==> src/hw/rtl/cdh_pkg.sv <==
// ----------------------------------------------------------------------------
// cdh_pkg: shared types and codes of the coverage depth histogram
// Command, status and register codes, the controller state type and the
// command and status bundles between controller and datapath.
// ----------------------------------------------------------------------------
`default_nettype none

package cdh_pkg;

  localparam logic [1:0] CMD_ADD   = 2'd0;
  localparam logic [1:0] CMD_FLUSH = 2'd1;
  localparam logic [1:0] CMD_READ  = 2'd2;

  localparam logic [1:0] ST_OK       = 2'd0;
  localparam logic [1:0] ST_UNSORTED = 2'd1;
  localparam logic [1:0] ST_TOO_LONG = 2'd2;

  localparam logic [1:0] CFG_MIN_DEPTH  = 2'd0;
  localparam logic [1:0] CFG_MAX_DEPTH  = 2'd1;
  localparam logic [1:0] CFG_DEPTH_STEP = 2'd2;
  localparam logic [1:0] CFG_TOP_BIN    = 2'd3;

  typedef enum logic [3:0] {
    S_CLEAR,
    S_IDLE,
    S_DECODE,
    S_RET_CHK,
    S_RET_WAIT,
    S_DIV,
    S_HIST_RD,
    S_HIST_WR,
    S_INC_CHK,
    S_INC_WR,
    S_OUT
  } cdh_state_t;

  typedef struct packed {
    logic       clr_step;
    logic       load;
    logic       setup_all;
    logic       setup_dist;
    logic       rd_depth;
    logic       ret_skip;
    logic       bin_start;
    logic       div_step;
    logic       bin_from_q;
    logic       hist_rd;
    logic       hist_wr;
    logic       ret_finish;
    logic       inc_setup;
    logic       inc_rd;
    logic       inc_wr;
    logic       qry_rd;
    logic       res_set;
    logic [1:0] res_status;
    logic       res_hist;
    logic       out_load;
  } cdh_cmd_t;

  typedef struct packed {
    logic       clr_done;
    logic [1:0] cmd;
    logic       len_zero;
    logic       unsorted;
    logic       too_long;
    logic       far;
    logic       cnt_zero;
    logic       depth_zero;
    logic       bin_direct;
    logic       div_done;
    logic       out_free;
  } cdh_sts_t;

endpackage

`default_nettype wire

==> src/hw/rtl/cdh_ctrl.sv <==
// ----------------------------------------------------------------------------
// cdh_ctrl: sequencing state machine
// Steps through memory clearing, retirement, binning, increment and
// histogram reads, and drives the datapath by command bundle.
// ----------------------------------------------------------------------------
`default_nettype none

module cdh_ctrl (
  input  wire logic              clk,
  input  wire logic              rst_n,
  input  wire logic              in_valid,
  output logic                   in_ready,
  input  wire cdh_pkg::cdh_sts_t sts_i,
  output cdh_pkg::cdh_cmd_t      cmd_o
);

  cdh_pkg::cdh_state_t state_r, state_nxt;

  always_ff @(posedge clk) begin
    if (!rst_n) begin
      state_r <= cdh_pkg::S_CLEAR;
    end else begin
      state_r <= state_nxt;
    end
  end

  always_comb begin
    state_nxt = state_r;
    cmd_o     = '0;
    in_ready  = 1'b0;
    unique case (state_r)
      cdh_pkg::S_CLEAR: begin
        cmd_o.clr_step = 1'b1;
        if (sts_i.clr_done) begin
          state_nxt = cdh_pkg::S_IDLE;
        end
      end
      cdh_pkg::S_IDLE: begin
        in_ready = 1'b1;
        if (in_valid) begin
          cmd_o.load = 1'b1;
          state_nxt  = cdh_pkg::S_DECODE;
        end
      end
      cdh_pkg::S_DECODE: begin
        unique case (sts_i.cmd)
          cdh_pkg::CMD_ADD: begin
            if (sts_i.len_zero) begin
              cmd_o.res_set = 1'b1;
              state_nxt     = cdh_pkg::S_OUT;
            end else if (sts_i.unsorted) begin
              cmd_o.res_set    = 1'b1;
              cmd_o.res_status = cdh_pkg::ST_UNSORTED;
              state_nxt        = cdh_pkg::S_OUT;
            end else if (sts_i.too_long) begin
              cmd_o.res_set    = 1'b1;
              cmd_o.res_status = cdh_pkg::ST_TOO_LONG;
              state_nxt        = cdh_pkg::S_OUT;
            end else if (sts_i.far) begin
              cmd_o.setup_all = 1'b1;
              state_nxt       = cdh_pkg::S_RET_CHK;
            end else begin
              cmd_o.setup_dist = 1'b1;
              state_nxt        = cdh_pkg::S_RET_CHK;
            end
          end
          cdh_pkg::CMD_FLUSH: begin
            cmd_o.setup_all = 1'b1;
            state_nxt       = cdh_pkg::S_RET_CHK;
          end
          cdh_pkg::CMD_READ: begin
            cmd_o.qry_rd   = 1'b1;
            cmd_o.res_set  = 1'b1;
            cmd_o.res_hist = 1'b1;
            state_nxt      = cdh_pkg::S_OUT;
          end
          default: begin
            cmd_o.res_set = 1'b1;
            state_nxt     = cdh_pkg::S_OUT;
          end
        endcase
      end
      cdh_pkg::S_RET_CHK: begin
        if (sts_i.cnt_zero) begin
          cmd_o.ret_finish = 1'b1;
          if (sts_i.cmd == cdh_pkg::CMD_FLUSH) begin
            cmd_o.res_set = 1'b1;
            state_nxt     = cdh_pkg::S_OUT;
          end else begin
            cmd_o.inc_setup = 1'b1;
            state_nxt       = cdh_pkg::S_INC_CHK;
          end
        end else begin
          cmd_o.rd_depth = 1'b1;
          state_nxt      = cdh_pkg::S_RET_WAIT;
        end
      end
      cdh_pkg::S_RET_WAIT: begin
        if (sts_i.depth_zero) begin
          cmd_o.ret_skip = 1'b1;
          state_nxt      = cdh_pkg::S_RET_CHK;
        end else begin
          cmd_o.bin_start = 1'b1;
          state_nxt = sts_i.bin_direct ? cdh_pkg::S_HIST_RD : cdh_pkg::S_DIV;
        end
      end
      cdh_pkg::S_DIV: begin
        if (sts_i.div_done) begin
          cmd_o.bin_from_q = 1'b1;
          state_nxt        = cdh_pkg::S_HIST_RD;
        end else begin
          cmd_o.div_step = 1'b1;
        end
      end
      cdh_pkg::S_HIST_RD: begin
        cmd_o.hist_rd = 1'b1;
        state_nxt     = cdh_pkg::S_HIST_WR;
      end
      cdh_pkg::S_HIST_WR: begin
        cmd_o.hist_wr = 1'b1;
        state_nxt     = cdh_pkg::S_RET_CHK;
      end
      cdh_pkg::S_INC_CHK: begin
        if (sts_i.cnt_zero) begin
          cmd_o.res_set = 1'b1;
          state_nxt     = cdh_pkg::S_OUT;
        end else begin
          cmd_o.inc_rd = 1'b1;
          state_nxt    = cdh_pkg::S_INC_WR;
        end
      end
      cdh_pkg::S_INC_WR: begin
        cmd_o.inc_wr = 1'b1;
        state_nxt    = cdh_pkg::S_INC_CHK;
      end
      cdh_pkg::S_OUT: begin
        if (sts_i.out_free) begin
          cmd_o.out_load = 1'b1;
          state_nxt      = cdh_pkg::S_IDLE;
        end
      end
      default: begin
        state_nxt = cdh_pkg::S_IDLE;
      end
    endcase
  end

endmodule

`default_nettype wire

==> config.mk <==
export PLATFORM = sky130hd
export DESIGN_NAME = cdh_ctrl
export DESIGN_NICKNAME = d
export VERILOG_FILES = /design/src/hw/rtl/cdh_pkg.sv /design/src/hw/rtl/cdh_ctrl.sv
export SDC_FILE = /design/constraint.sdc
export NUM_CORES = 1
export LEC_CHECK = 0
export CAP_MARGIN = 0
export CORE_MARGIN = 2
export CORE_UTILIZATION = 33
export DETAILED_ROUTE_END_ITERATION = 8
export DONT_BUFFER_PORTS = 1
export PLACE_DENSITY = 0.47
export SLEW_MARGIN = 25
export SYNTH_ARGS = -nofsm -noshare
export SYNTH_HDL_FRONTEND = slang
export SYNTH_SLANG_ARGS = --single-unit
export TNS_END_PERCENT = 5
==> constraint.sdc <==
create_clock -name clk -period 4.5 [get_ports clk]
set_input_delay 0 -clock clk [delete_from_list [all_inputs] [get_ports clk]]
set_output_delay 0 -clock clk [all_outputs]
set_load 0.02 [all_outputs]
Word-level counts from Yosys, hierarchy flattened
Cells that the tools add are included.
Operators by class
  $add $sub $neg: 0
  multiply operators: 0
  div/mod/pow operators: 0
  magnitude comparators: 0
  equality and inequality tests: 16
  shift-type cells: 0
  multiplexer cells: 56
  bitwise operators: 0
  reduce and logical (&&, ||, !) cells: 3
Operators by type and width (count)
  $pmux 4 s11: 1
  $mux 4: 8
  $mux 1: 26
  $mux 2: 13
  $eq 4x3->1 const B: 4
  $eq 4x4->1 const B: 3
  $mux 3: 4
  $eq 4x2->1 const B: 2
  $ne 2x2->1 const B: 4
  $pmux 4 s2: 1
  $eq 4x1->1 const B: 1
  $logic_not 4->1: 1
  $pmux 1 s2: 2
  $reduce_and 4->1: 1
  $pmux 1 s3: 1
  $eq 2x1->1 const B: 1
  $eq 2x2->1 const B: 1
  $logic_not 2->1: 1
Storage, ports and cells
  register bits: 4
  latch bits: 0
  memory bits (writable): 0
  bits in read-only memories: 0
  memories kept: 0

Longest topological paths before layout
  word-level depth: 6
  mapped depth: 6

Worst setup path after synthesis
Ideal clock, no wire load.
  path type: reg-to-output
  start: reg state_r[3]
  end: out cmd_o[17] (netlist name)
  arrival: 1.981 ns
  path slack: 2.519 ns
  stages on the path, launching flop included: 6
  buffers on the path: 1
  cells stage by stage: dfxtp_1 > buf_6 > or2_4 > or2_4 > or4_4 > nor4_1
RTL lines
  from (decl): line cdh_ctrl.sv:17  | cdh_pkg::cdh_state_t state_r, state_nxt;
  from (signal assigned): line cdh_ctrl.sv:21  | state_r <= cdh_pkg::S_CLEAR;
  from (signal assigned): line cdh_ctrl.sv:23  | state_r <= state_nxt;
  to (decl): line cdh_ctrl.sv:14  | output cdh_pkg::cdh_cmd_t cmd_o

==> flow_summary.ini <==
[run_status]
status = complete, no violations

[critical_path]
cpPeakStageDelay_ns = 0.69
crit_chain = nand2b_1, or2_4, or4_4, nor4_1
critPathLaunchType = flip-flop
critPathMaxFanout = 19
critPathKind = reg -> out
worst_setup_path_end_kind = output pin
cp.required_ns = 4.50
cp.arrival_ns = 2.52
slowest_stage = nor4_1

[drt]
route.detailed.vias_per_inst = 5.89
via_count = 607
drt_wl_total_mm = 1.49
dr.pass1.iters = 4
drc = 0
drtIter0Drc = 6
wl_per_cell_um = 14.5
drtAntennaViolNets = 0

[synth]
synth_area_um2 = 576
yosysSeqAreaShare_pct = 13.9
ys_seq_elements = 4
synth.avg_cell_area_um2 = 6.54
synth-warning-count = 0
syn_inst = 88
synth_nets = 103
synth.distinct_cells = 35

[sta]
hold_viol_final = 0
rsz0062_at_grt = no
tns_ns = 0
fin_crit_sh_pct = 56.1
finalCriticalPeriod_ns = 2.52
finalSetupViolCount = 0
clock_skew_ns = 0.00158
slew_headroom_pct = 32.4
final.setup.worst_slack_ns = 1.98
tightest_slew_ns = 1.01
drv_slew = 0
fmax_mhz = 396
whs_ns = 0.0251

[cts]
clkLatencyLatePin_ns = 0.23
cts.sinks = 4
numCtsBuffers = 3
clkSlewWorstSetupHoldPaths_ns = 0.03
root_buffer = clkbuf_4
cts_max_level = 1
cts_buffer_depth = 2
cts_tree = built

[min_path]
holdCritPathClass = in -> reg

[placement]
place_congestion = 0.752
port-buffer-count = 0
dpl.hpwl_mm = 1.16
pre_cts_ws_ns = 2.23

[floorplanning]
ios = 37
dieArea_um2 = 2090
die-height_um = 45.8
die_x_um = 45.8
row_count = 15
start_util_pct = 34.1
core_region_area_um2 = 1690

[layout]
top_register = state_r
antennaDiodeCount = 0
layout-drive-gt1-share_pct = 9.30
areaGrowthSynthToFinish_pct = 3.70
post-route-util_pct = 35.3
top_regs = state_r x4
nNetsFinal = 103
largest_reg_flops = 4

[global_routing]
grt_pass1_wl_mm = 2.26
antenna_found_initial = 0
grt_pass1_vias = 510
use_met3_pct = 1.98
grt_util_all_layers_pct = 14.7
grt.met1_usage_pct = 20.5
top_usage_layer = met2
globalRouteOverflowTotal = 0
globalRouteMet2Util_pct = 23.1
grt_start_max_net_pins = 20

[power_and_ir_drop]
ir_drop_v = 0.000119
p_leak_nw = 0.216
power_density_nw_per_um2 = 222

[job]
cap_violations = 0
## layout make-up
class | instances | area (um2)
Clock buffer | 3 | 22.5
Timing Repair Buffer | 2 | 17.5
Tap cell | 17 | 21.3
Fill cell | 201 | 1090
Inverter | 10 | 37.5
Sequential cell | 4 | 80.1
Multi-Input combinational cell | 67 | 418
## synthesized netlist by cell type (all sizes together)
cell	n	area share (%)
nand2b	3	3.3
or3	2	2.2
nor2	11	7.2
o21a	1	1.3
nor2b	4	4.3
o21bai	1	1.3
dfxtp	4	14
o22a	1	1.5
nor3b	4	5.2
and3	1	1.1
and4b	2	3.5
mux2	1	2.0
or4	2	3.3
nand2	3	2.0
a2111oi	1	1.5
and2	1	1.1
a311oi	1	1.5
buf	4	5.0
clkbuf	3	2.0
a22oi	1	1.3
nor4b	1	1.5
o31ai	1	1.3
a31oi	1	1.1
o32ai	1	1.5
or2b	1	1.3
nor3	7	6.1
o21ai	5	4.3
inv	10	6.5
a311o	1	1.7
a21oi	2	1.7
or2	2	3.0
nor4	5	5.4
## cell families (layout without fill, tap and decap cells)
family | Yosys count | after routing | share of synthesized area [%]
buffers and inverters | 17 | 15 | 13.5
and+or+nand+nor | 49 | 49 | 50.4
DFF | 4 | 4 | 13.9
AOI/OAI and AO/OA | 17 | 17 | 20.2
muxes | 1 | 1 | 1.96
## critical path, delay by kind of cell (launching register included)
family,cells,cell delay (ns)
and+or+nand+nor,4,1.66
DFF,1,0.64
## metal layers
metal	share of wire [%]	wire length, um
met5	0	0
met4	1.1	17
met3	8.3	124
met2	43	642
met1	47	704
## path summary, 6_finish.rpt
check,startpoint,to,slack (ns),depth (start not counted)
worst max register to register,state_r[3]$_SDFFE_PN0P_,state_r[0]$_SDFFE_PN0P_,2.36,4
worst min-delay path,sts_i[0],state_r[1]$_SDFFE_PN0P_,0.03,2
worst max-delay path,state_r[1]$_SDFFE_PN0P_,cmd_o[17],1.98,4
worst min register to register,state_r[3]$_SDFFE_PN0P_,state_r[2]$_SDFFE_PN0P_,0.72,2
## report_power, final
group / total (W) / switching (W) / leakage (nW) / internal, W
registers: 0.0000475 / 0.00000939 / 0.0326 / 0.0000381
clock network: 0.0000435 / 0.0000137 / 0.0138 / 0.0000298
logic: 0.0000418 / 0.0000246 / 0.170 / 0.0000173
## layout by cell type, fill, tap and decap left out, drive strengths merged
| cell | n |
|---|---|
| nor2 | 11 |
| inv | 10 |
| nor3 | 7 |
| nor4 | 5 |
| o21ai | 5 |
| nor3b | 4 |
| nor2b | 4 |
| dfxtp | 4 |
| nand2b | 3 |
| nand2 | 3 |
| clkbuf | 3 |
| or2 | 2 |
| or3 | 2 |
| a21oi | 2 |
| and4b | 2 |
| or4 | 2 |
| or2b | 1 |
| nor4b | 1 |
| a22oi | 1 |
| and2 | 1 |
| a311o | 1 |
| o31ai | 1 |
| mux2 | 1 |
| o32ai | 1 |
| a2111oi | 1 |
| o21a | 1 |
| o21bai | 1 |
| a31oi | 1 |
| a311oi | 1 |
| and3 | 1 |
| o22a | 1 |
| dlygate4sd3 | 1 |
| buf | 1 |
## what timing repair did
| action | CTS | global route |
|---|---|---|
| resized for setup | 0 | 0 |
| hold endpoints to repair | 4 | 0 |
| buffers inserted | 0 | 0 |
| hold buffers | 1 | 0 |
## stage by stage
step | cell area [um2] | instances | power [W]
4_1_cts | 597 | 103 | 0.000136
3_3_place_gp | 564 | 99 | 0.0000893
5_1_grt | 597 | 103 | 0.000142
2_1_floorplan | 576 | 88 | 0.0000844
6_report | 597 | 103 | 0.000133
3_5_place_dp | 564 | 99 | 0.0000890
(Power assumes the default switching activity.)
